===== config.mk =====
export PLATFORM = sky130hd
export DESIGN_NAME = bpu_decoder
export DESIGN_NICKNAME = d
export VERILOG_FILES = /design/src/hw/rtl/bpu_pkg.sv /design/src/hw/rtl/bpu_decoder.sv
export SDC_FILE = /design/constraint.sdc
export NUM_CORES = 1
export LEC_CHECK = 0
export ABC_AREA = 1
export ABC_CLOCK_PERIOD_IN_PS = 3800
export BUFFER_PORTS_ARGS = -buffer_cell sky130_fd_sc_hd__buf_2
export CAP_MARGIN = 15
export CORE_MARGIN = 8
export CORE_UTILIZATION = 40
export CTS_BUF_LIST = sky130_fd_sc_hd__clkbuf_8 sky130_fd_sc_hd__clkbuf_16
export DETAILED_ROUTE_END_ITERATION = 12
export PLACE_DENSITY_LB_ADDON = 0.2
export REMOVE_ABC_BUFFERS = 1
export SLEW_MARGIN = 10
export SYNTH_ARGS = -nofsm -noshare
export SYNTH_HDL_FRONTEND = slang
export SYNTH_SLANG_ARGS = --single-unit

===== constraint.sdc =====
create_clock -name clk -period 3.8 [get_ports clk]
set_input_delay 0.95 -clock clk [delete_from_list [all_inputs] [get_ports clk]]
set_output_delay 0.95 -clock clk [all_outputs]
set_load 0.03 [all_outputs]

===== src/hw/rtl/bpu_pkg.sv =====
package bpu_pkg;

  // Default sizes
  localparam int MAX_WIDTH_DEF     = 4096;
  localparam int MAX_HEIGHT_DEF    = 4096;
  localparam int PALETTE_DEPTH_DEF = 256;

  // Pixel depth codes
  localparam logic [2:0] BPP_1  = 3'd0;
  localparam logic [2:0] BPP_4  = 3'd1;
  localparam logic [2:0] BPP_8  = 3'd2;
  localparam logic [2:0] BPP_16 = 3'd3;
  localparam logic [2:0] BPP_24 = 3'd4;
  localparam logic [2:0] BPP_32 = 3'd5;

  // Register indexes (byte address = 4 * index)
  localparam logic [1:0] REG_BPP    = 2'd0;
  localparam logic [1:0] REG_WIDTH  = 2'd1;
  localparam logic [1:0] REG_HEIGHT = 2'd2;

  localparam logic [2:0]  BPP_RESET = BPP_24;
  localparam logic [12:0] DIM_RESET = 13'd1;

  // Sticky flag bit positions
  localparam int FLAG_COLOR      = 0;
  localparam int FLAG_FULL_ALPHA = 1;
  localparam int FLAG_BIN_ALPHA  = 2;

  typedef struct packed {
    logic [2:0]  bpp_code;
    logic [12:0] image_width;
    logic [12:0] image_height;
  } bpu_cfg_t;

  // One accepted request as the decoder sees it
  typedef struct packed {
    logic       action;     // 0 = palette load, 1 = data byte
    logic [7:0] data_byte;
    logic       pal_color;  // palette load that sets the colour flag
  } bpu_item_t;

  // Padding bytes after a row: (-row_bytes) mod 4. Only the low bits of
  // the width matter.
  function automatic logic [1:0] row_pad(logic [2:0] bpp, logic [4:0] w);
    logic [5:0] w7;
    logic [2:0] w1;
    logic [1:0] rb;
    w7 = {1'b0, w} + 6'd7;
    w1 = w[2:0] + 3'd1;
    case (bpp)
      BPP_1:   rb = w7[4:3];
      BPP_4:   rb = w1[2:1];
      BPP_8:   rb = w[1:0];
      BPP_16:  rb = {w[0], 1'b0};
      BPP_24:  rb = w[1:0] + {w[0], 1'b0};
      default: rb = 2'd0;
    endcase
    return 2'd0 - rb;
  endfunction

endpackage


===== src/hw/rtl/bpu_decoder.sv =====
module bpu_decoder #(
  parameter int MAX_WIDTH  = bpu_pkg::MAX_WIDTH_DEF,
  parameter int MAX_HEIGHT = bpu_pkg::MAX_HEIGHT_DEF
) (
  input  logic               clk,
  input  logic               rst,
  input  bpu_pkg::bpu_cfg_t  cfg,
  input  logic               restart,
  input  logic               in_accept,
  input  bpu_pkg::bpu_item_t in_item,
  input  logic [31:0]        pal_a,
  input  logic [31:0]        pal_b,
  output logic               st_free,
  output logic               m_tvalid,
  input  logic               m_tready,
  output logic [71:0]        m_tdata,
  output logic               m_tlast
);

  import bpu_pkg::*;

  localparam int CW = $clog2(MAX_WIDTH + 1);
  localparam int RW = $clog2(MAX_HEIGHT + 1);

  // item stage
  logic      st_valid;
  bpu_item_t st_item;
  logic [2:0] k;
  logic [2:0] k_next;

  // stream position
  logic [CW-1:0] column_count, cc_next;
  logic [RW-1:0] rows_done, rd_next;
  logic [1:0]    byte_phase, phase_next;
  logic [23:0]   partial, part_next;
  logic [1:0]    pad_left, pad_next;
  logic [2:0]    flags, flags_next;
  logic          image_done, done_next;

  logic [CW-1:0] w_eff, col_inc;
  logic [RW-1:0] h_eff, rows_inc, row_full;
  logic          row_end, img_end;

  logic        go, out_free, emit, retire, last_item, last_img;
  logic [7:0]  pr, pg, pb, pa, pidx, mono;
  logic        indexed;
  logic [31:0] ent;
  logic [15:0] s16;
  logic [1:0]  need;
  logic        collect;
  logic [2:0]  pix_flags;
  logic [7:0]  d;

  // output register
  logic [7:0]  o_r, o_g, o_b, o_a, o_idx;
  logic [11:0] o_col, o_row;
  logic [2:0]  o_flags;
  logic        o_last_img, o_last_item;

  assign d        = st_item.data_byte;
  assign out_free = !m_tvalid || m_tready;
  assign go       = st_valid && out_free;
  assign st_free  = !st_valid || retire;

  always_comb begin
    if (cfg.image_width == 13'd0) begin
      w_eff = CW'(1);
    end else if (32'(cfg.image_width) > MAX_WIDTH) begin
      w_eff = CW'(MAX_WIDTH);
    end else begin
      w_eff = CW'(cfg.image_width);
    end
    if (cfg.image_height == 13'd0) begin
      h_eff = RW'(1);
    end else if (32'(cfg.image_height) > MAX_HEIGHT) begin
      h_eff = RW'(MAX_HEIGHT);
    end else begin
      h_eff = RW'(cfg.image_height);
    end
  end

  assign col_inc  = column_count + CW'(1);
  assign rows_inc = rows_done + RW'(1);
  assign row_full = h_eff - RW'(1) - rows_done;
  assign row_end  = (col_inc >= w_eff);
  assign img_end  = row_end && (rows_inc >= h_eff);

  // pixel source for the current step
  always_comb begin
    pr      = 8'h00;
    pg      = 8'h00;
    pb      = 8'h00;
    pa      = 8'hFF;
    pidx    = 8'h00;
    indexed = 1'b0;
    ent     = 32'd0;
    mono    = d[3'd7 - k] ? 8'hFF : 8'h00;
    s16     = {d, partial[7:0]};
    case (cfg.bpp_code)
      BPP_1: begin
        pr = mono;
        pg = mono;
        pb = mono;
        pa = 8'h00;
      end
      BPP_4: begin
        ent     = k[0] ? pal_b : pal_a;
        pidx    = k[0] ? {4'h0, d[3:0]} : {4'h0, d[7:4]};
        indexed = 1'b1;
      end
      BPP_8: begin
        ent     = pal_a;
        pidx    = d;
        indexed = 1'b1;
      end
      BPP_16: begin
        pr = {s16[14:10], 3'b000};
        pg = {s16[9:5], 3'b000};
        pb = {s16[4:0], 3'b000};
      end
      BPP_24: begin
        pr = d;
        pg = partial[15:8];
        pb = partial[7:0];
      end
      BPP_32: begin
        pr = partial[23:16];
        pg = partial[15:8];
        pb = partial[7:0];
        pa = d;
      end
      default: begin
        pa = 8'hFF;
      end
    endcase
    if (indexed) begin
      pr = ent[23:16];
      pg = ent[15:8];
      pb = ent[7:0];
      pa = ent[31:24];
    end
  end

  always_comb begin
    pix_flags = flags;
    if (!indexed && ((pr != pg) || (pg != pb))) begin
      pix_flags[FLAG_COLOR] = 1'b1;
    end
    if (pa != 8'hFF) begin
      if (pa != 8'h00) begin
        pix_flags[FLAG_FULL_ALPHA] = 1'b1;
        pix_flags[FLAG_BIN_ALPHA]  = 1'b0;
      end else if (!flags[FLAG_FULL_ALPHA]) begin
        pix_flags[FLAG_BIN_ALPHA] = 1'b1;
      end
    end
  end

  // bytes collected before a direct-colour pixel is complete
  always_comb begin
    case (cfg.bpp_code)
      BPP_16:  need = 2'd1;
      BPP_24:  need = 2'd2;
      BPP_32:  need = 2'd3;
      default: need = 2'd0;
    endcase
  end
  assign collect = (need != 2'd0) && (byte_phase < need);

  always_comb begin
    cc_next    = column_count;
    rd_next    = rows_done;
    phase_next = byte_phase;
    part_next  = partial;
    pad_next   = pad_left;
    flags_next = flags;
    done_next  = image_done;
    k_next     = k;
    emit       = 1'b0;
    retire     = 1'b0;
    last_item  = 1'b0;
    last_img   = 1'b0;
    if (go) begin
      if (!st_item.action) begin
        retire = 1'b1;
        if (st_item.pal_color) begin
          flags_next[FLAG_COLOR] = 1'b1;
        end
      end else if (image_done || (cfg.bpp_code > BPP_32)) begin
        retire = 1'b1;
      end else if (pad_left != 2'd0) begin
        pad_next = pad_left - 2'd1;
        retire   = 1'b1;
      end else if (collect) begin
        case (byte_phase)
          2'd0:    part_next[7:0]   = d;
          2'd1:    part_next[15:8]  = d;
          default: part_next[23:16] = d;
        endcase
        phase_next = byte_phase + 2'd1;
        retire     = 1'b1;
      end else begin
        emit       = 1'b1;
        flags_next = pix_flags;
        phase_next = 2'd0;
        if (row_end) begin
          cc_next  = '0;
          rd_next  = rows_inc;
          pad_next = row_pad(cfg.bpp_code, w_eff[4:0]);
          if (img_end) begin
            done_next = 1'b1;
            last_img  = 1'b1;
          end
        end else begin
          cc_next = col_inc;
        end
        case (cfg.bpp_code)
          BPP_1:   last_item = row_end || (k == 3'd7);
          BPP_4:   last_item = row_end || k[0];
          default: last_item = 1'b1;
        endcase
        retire = last_item;
        if (!last_item) begin
          k_next = k + 3'd1;
        end
      end
    end
  end

  always_ff @(posedge clk) begin
    if (rst) begin
      st_valid <= 1'b0;
    end else if (in_accept) begin
      st_valid <= 1'b1;
    end else if (retire) begin
      st_valid <= 1'b0;
    end
  end

  always_ff @(posedge clk) begin
    if (in_accept) begin
      st_item <= in_item;
      k       <= 3'd0;
    end else if (go) begin
      k <= k_next;
    end
  end

  always_ff @(posedge clk) begin
    if (rst) begin
      flags <= '0;
    end else begin
      flags <= flags_next;
    end
  end

  always_ff @(posedge clk) begin
    if (rst || restart) begin
      column_count <= '0;
      rows_done    <= '0;
      byte_phase   <= '0;
      partial      <= '0;
      pad_left     <= '0;
      image_done   <= 1'b0;
    end else begin
      column_count <= cc_next;
      rows_done    <= rd_next;
      byte_phase   <= phase_next;
      partial      <= part_next;
      pad_left     <= pad_next;
      image_done   <= done_next;
    end
  end

  always_ff @(posedge clk) begin
    if (rst) begin
      m_tvalid <= 1'b0;
    end else if (out_free) begin
      m_tvalid <= emit;
    end
  end

  always_ff @(posedge clk) begin
    if (emit) begin
      o_r         <= pr;
      o_g         <= pg;
      o_b         <= pb;
      o_a         <= pa;
      o_idx       <= indexed ? pidx : 8'h00;
      o_col       <= 12'(column_count);
      o_row       <= 12'(row_full);
      o_flags     <= pix_flags;
      o_last_img  <= last_img;
      o_last_item <= last_item;
    end
  end

  assign m_tdata = {4'b0000, o_last_img, o_flags[FLAG_BIN_ALPHA], o_flags[FLAG_FULL_ALPHA],
                    o_flags[FLAG_COLOR], o_row, o_col, o_idx, o_a, o_b, o_g, o_r};
  assign m_tlast = o_last_item;

endmodule


# --- Word-level counts from Yosys, hierarchy flattened ---
# Cells that the tools add are included.
totals:
  ram_bits: 0
  latchBits: 0
  inputBits: 108
  n_memories: 0
  mem_bits_ro: 0
  reg_bits: 142
  out_inout_bits: 75
classes:
  mux: 62
  n_addsub: 12
  div: 0
  reduce_logical: 39
  mul: 0
  shifts: 0
  magnitude_cmp: 7
  n_eq_ne: 14
  bitwise: 8
ops:
  columns: ["op", "n"]
  rows:
  - ["2-to-1 mux 13 bit", 5]
  - ["case mux 32 bit (2 select lines)", 1]
  - ["case mux 8 bit (3 select lines)", 2]
  - ["2-to-1 mux 8 bit", 5]
  - ["2-to-1 mux 32 bit", 1]
  - ["case mux 8 bit (2 select lines)", 2]
  - ["case mux 8 bit (4 select lines)", 1]
  - ["AND reduction 6 bit", 5]
  - ["2-to-1 mux 1 bit", 29]
  - ["adder 13 x 1 -> 13 bit (second input constant)", 2]
  - [">= comparator 13 bit", 2]
  - ["> comparator 13 bit (second input constant)", 2]
  - ["zero test 13 bit", 2]
  - ["2-to-1 mux 2 bit", 11]
  - ["inequality test 8 bit", 2]
  - ["AND reduction 5 bit", 3]
  - ["subtractor 12 x 1 -> 12 bit (second input constant)", 1]
  - ["subtractor 12 bit", 1]
  - ["case mux 2 bit (5 select lines)", 1]
  - ["nonzero test 2 bit", 5]
  - ["== test 3 bit (second input constant)", 3]
  - ["inequality test 8 bit (second input constant)", 1]
  - ["NOT 1 bit", 8]
  - ["nonzero test 8 bit", 1]
  - ["other kinds (29)", 46]

# --- Logic depth before layout (Yosys ltp) ---
logic_depth:
  ltp_word: 18
  ltp_mapped: 21
  depth_no_buf: 21

# --- Least setup slack after synthesis ---
# No wires, ideal clock.
synth_path:
  path_type: "input port to output port"
  start: "input port cfg[21] (netlist bit)"
  end: "output port st_free"
  arrival_ps: 3096
  n_path_buf: 1
  path_slack_ps: -246
  required_time_ps: 2850
  stages: 16
  cell_sequence: "nor4_1 -> nand2_1 -> nand2_1 -> buf_2 -> nand2_1 -> ha_1 -> nand2_1 -> o21ai_0 -> a21oi_1 -> nor2_1 -> o21ai_0 -> nand3_1 -> nor2_1 -> nand3_1 -> o21ai_0 -> nand2_1"
synth_via:
  elab_chain_len: 17
synth_lines:
  columns: ["element", "line_no", "text"]
  rows:
  - ["from (decl)", "bpu_decoder.sv:7", "input bpu_pkg::bpu_cfg_t cfg,"]
  - ["> comparator 13 bit", "bpu_decoder.sv:68", "end else if (32'(cfg.image_width) > MAX_WIDTH) begin"]
  - ["2-to-1 mux 13 bit", "bpu_decoder.sv:68", null]
  - ["2-to-1 mux 13 bit *", "bpu_decoder.sv:66", "if (cfg.image_width == 13'd0) begin"]
  - [">= comparator 13 bit *", "bpu_decoder.sv:85", "assign row_end = (col_inc >= w_eff);"]
  - ["logical OR 1 bit, on equally long branches", "bpu_decoder.sv:219, bpu_decoder.sv:218", null]
  - ["case mux 1 bit (2 select lines) *", "bpu_decoder.sv:217", "case (cfg.bpp_code)"]
  - ["2-to-1 mux 1 bit *", "bpu_decoder.sv:194", "end else if (collect) begin"]
  - ["2-to-1 mux 1 bit *", "bpu_decoder.sv:191", "end else if (pad_left != 2'd0) begin"]
  - ["2-to-1 mux 1 bit *", "bpu_decoder.sv:189", "end else if (image_done || (cfg.bpp_code > BPP_32)) begin"]
  - ["2-to-1 mux 1 bit *", "bpu_decoder.sv:184", "if (!st_item.action) begin"]
  - ["2-to-1 mux 1 bit *", "bpu_decoder.sv:183", "if (go) begin"]
  - ["2-to-1 mux 1 bit *", "bpu_decoder.sv:194", null]
  - ["2-to-1 mux 1 bit *", "bpu_decoder.sv:191", null]
  - ["2-to-1 mux 1 bit *", "bpu_decoder.sv:189", null]
  - ["2-to-1 mux 1 bit *", "bpu_decoder.sv:184", null]
  - ["2-to-1 mux 1 bit *", "bpu_decoder.sv:183", null]
  - ["logical OR 1 bit *", "bpu_decoder.sv:63", "assign st_free = !st_valid || retire;"]
  - ["to (decl)", "bpu_decoder.sv:13", "output logic st_free,"]
# Mark *: on every way between the ends. The rest lies on a longest branch, timed or not. The select of a mux whose other input is x is not followed.

# --- Worst setup path in the final report ---
layout_path:
  start: "register column_count[1]"
  end: "output port st_free"
layout_via:
  elab_chain_len: 15
layout_lines:
  columns: ["element", "line_no", "text"]
  rows:
  - ["from (decl)", "bpu_decoder.sv:32", "logic [CW-1:0] column_count, cc_next;"]
  - ["from (signal assigned)", "bpu_decoder.sv:266", "column_count <= cc_next;"]
  - ["adder 13 x 1 -> 13 bit *", "bpu_decoder.sv:82", "assign col_inc = column_count + CW'(1);"]
  - [">= comparator 13 bit *", "bpu_decoder.sv:85", null]
  - ["logical OR 1 bit, on equally long branches", "bpu_decoder.sv:219, bpu_decoder.sv:218", null]
  - ["case mux 1 bit (2 select lines) *", "bpu_decoder.sv:217", null]
  - ["2-to-1 mux 1 bit *", "bpu_decoder.sv:194", null]
  - ["2-to-1 mux 1 bit *", "bpu_decoder.sv:191", null]
  - ["2-to-1 mux 1 bit *", "bpu_decoder.sv:189", null]
  - ["2-to-1 mux 1 bit *", "bpu_decoder.sv:184", null]
  - ["2-to-1 mux 1 bit *", "bpu_decoder.sv:183", null]
  - ["2-to-1 mux 1 bit *", "bpu_decoder.sv:194", null]
  - ["2-to-1 mux 1 bit *", "bpu_decoder.sv:191", null]
  - ["2-to-1 mux 1 bit *", "bpu_decoder.sv:189", null]
  - ["2-to-1 mux 1 bit *", "bpu_decoder.sv:184", null]
  - ["2-to-1 mux 1 bit *", "bpu_decoder.sv:183", null]
  - ["logical OR 1 bit *", "bpu_decoder.sv:63", null]
# Marked as above.

==> results_dict.tcl <==
set metrics [dict create \
    max-vdd-ir-drop_mv 0.310 \
    routed_wl_um 23200 \
    slew_viol_final 0 \
    yosysUniqueCellTypes 49 \
    synth-seq-area-share 0.432 \
    outcome "finished with violations" \
    worst-path-max-fanout 4 \
    hp-class "reg2reg" \
    clockRootBuffer "clkbuf_16" \
    initial_utilization 0.404 \
    wl_per_cell_um 14.5 \
    critical_path.startpoint_type "flip-flop" \
    worstPathRequired_ns 2.85 \
    core.rowCount 53 \
    routed_via_density 4.83 \
    synth_area_leader_cell "edfxtp_1" \
    endpoint_kind "output port" \
    antenna_found_initial 4 \
    synthCells 1052 \
    drt_iter0_markers 463 \
    grt_overflow 0 \
    ys_ff_latch 142 \
    via_count 7696 \
    io_pins 183 \
    die_height_um 161 \
    cts.sinks 142 \
    clk_path_buf_depth 2 \
    drive_gt1_frac 0.281 \
    arrival_ns 3.18 \
    clkTransAtPathRegs_ns 0.06 \
    synth_warnings 0 \
    final_cell_count_no_fill 1595 \
    place_inst 1549 \
    rsz0062_at_grt "true" \
    antenna_left 0 \
    core_sq_mm 0.0208 \
    clk_latency_ns 0.41 \
    grt_pass1_vias 7626 \
    drt_pre_antenna_iters 7 \
    timing.hold.ws_ns 0.440 \
    post-route-period-util 1.09 \
    async_flop_share 0 \
    p_leak_nw 5.02 \
    gp_congestion 0.843 \
    worst_pin_slew_ns 0.821 \
    power.density_mw_per_mm2 359 \
    violations "negative setup slack" \
    hold_buffers 0 \
    die-area_sq_mm 0.0259 \
    numCtsBuffers 17 \
    die_w_um 161 \
    fin_crit_ns 4.13 \
    fin_nets 1460 \
    grt_max_degree 28 \
    cts.htree.levels 4 \
    grt_first_pass_wirelength_um 37500 \
    syn_area_sq_mm 0.00841 \
    cts_tree "yes" \
    max_freq_mhz 242 \
    setup_viol 1 \
    finalHoldViolCount 0 \
    skew_ns 0.00944 \
    io_buffers 178 \
    timing.slew.headroom 0.452 \
    avgSynthCellArea_sq_um 7.99 \
    drc 0 \
    finalSetupTns_ns -0.328 \
    max-cap-violations 0 \
    syn_to_final_growth_pct 30.2 \
    dpl.hpwl_um 17900 \
    grtUsageTotal 0.178 \
    synth_area_leaders "edfxtp_1 28%, dfxtp_1 15%, nand2_1 11%" \
    synth_top_flop_cell "edfxtp_1" \
    crit_type "reg2out" \
    synth_edf_count 79 \
    setup_slack_ns -0.328 \
    synth_top_cell_area_share 0.282 \
]
## layout by cell type (no fill, tap or decap), types with 13 or more instances in the layout
| cell | synthesis | layout |
|---|---|---|
| xor2_1 | 26 | 23 |
| buf_2 | 9 | 175 |
| o22ai_1 | 19 | 19 |
| nor2_1 | 84 | 80 |
| clkbuf_16 | 0 | 17 |
| nand3b_1 | 13 | 13 |
| inv_2 | 14 | 15 |
| inv_1 | 153 | 154 |
| a21oi_1 | 64 | 58 |
| a211oi_1 | 17 | 17 |
| dfxtp_1 | 63 | 60 |
| nand2_1 | 240 | 233 |
| ha_1 | 46 | 38 |
| o21ai_0 | 65 | 61 |
| nand3_1 | 50 | 48 |
| nand4_1 | 17 | 17 |
| edfxtp_1 | 79 | 79 |
| buf_4 | 12 | 83 |
## power breakdown
| part | switching (mW) | internal, mW |
|---|---|---|
| clock network | 0.635 | 1.02 |
| logic | 0.373 | 0.221 |
| registers | 0.0135 | 1.67 |
## cell usage after synthesis, types with 5 or more instances
cell	count
buf_4	12
dfxtp_1	63
xor2_1	26
nand4_1	17
nor4_1	5
clkbuf_1	5
o21ai_0	65
buf_6	6
inv_2	14
nand3b_1	13
nor2_1	84
buf_2	9
nor2_4	5
nand3_1	50
a21oi_1	64
nand2_1	240
ha_1	46
a211oi_1	17
inv_1	153
o21ai_1	6
edfxtp_1	79
nor3_1	10
o22ai_1	19
## worst paths after layout
check	startpoint	endpoint	slack (ns)	cells after the start
max	column_count[1]	st_free	-0.33	18
min	column_count[7]	o_col[7]	0.44	0
max reg2reg	column_count[1]	rows_done[2]	0.61	18
min reg2reg	column_count[7]	o_col[7]	0.44	0
## state kept, by name, indices dropped and copies added (netlist names), 2 cells and up
name and count:
o_col 12, column_count 13, flags 3, o_idx 8, rows_done 13, o_a 8, o_g 8, o_row 12
o_b 8, k 3, o_flags 3, partial 24, byte_phase 2, d 8, pad_left 2, o_r 8
st_item 2
## stage by stage
step,setup WS (ns),util,power (mW),cell area (sq um)
6_report,-0.328,0.526,3.93,10900
2_1_floorplan,-0.338,-,2.06,8200
3_3_place_gp,-0.543,0.479,2.29,9980
3_5_place_dp,-0.605,0.479,2.29,9980
4_1_cts,-0.339,0.520,3.96,10800
5_1_grt,-0.522,0.525,4.10,10900
## critical path: stages (launching register included)
cell	delay (ns)
dfxtp_4	0.37
ha_4	0.14
nand2_2	0.04
nor2_2	0.09
nand4_1	0.23
nor4_2	0.37
xor2_1	0.10
buf_4	0.16
ha_4	0.27
nand2_1	0.04
nor2_1	0.08
nand2_1	0.06
or3_4	0.34
nand3_4	0.08
nor2_4	0.04
nand3_2	0.06
o21ai_2	0.06
nand2_2	0.09
buf_6	0.14
## what timing repair did
item | 4_1_cts | 5_1_grt
pin swaps | 25 | 21
cloned | 0 | 0
endpoints found under the setup margin | 1 | 1
gates resized for setup | 40 | 21
buffers inserted | 9 | 3
## kinds of logic after synthesis
kind of cell             after synthesis  share of synthesized area
buffers and inverters                200                      0.101
XOR/XNOR                              29                     0.0302
adder cells (fa/ha/maj)               47                     0.0709
AO/OA/AOI/OAI                        188                      0.127
other                                  1                   0.000446
flip-flops                           142                      0.432
AND/OR/NAND/NOR                      445                      0.238
## routing by layer
layer  track usage  up-vias  share of wire
met4        0.0627        4          0.019
met5             0        -        0.00095
met3        0.0422       32          0.057
met2         0.309      186           0.49
met1         0.209     3473           0.43
li1              -     4001              -
## layout make-up
cell class / count / area (sq um)
Antenna cell: 2 / 5.00
Inverter: 168 / 631
Sequential cell: 142 / 3640
Tap cell: 275 / 344
Fill cell: 1982 / 9880
Timing Repair Buffer: 263 / 1560
Clock inverter: 15 / 156
Clock buffer: 17 / 425
Multi-Input combinational cell: 713 / 4180
Power figures use the tool's default switching activity.
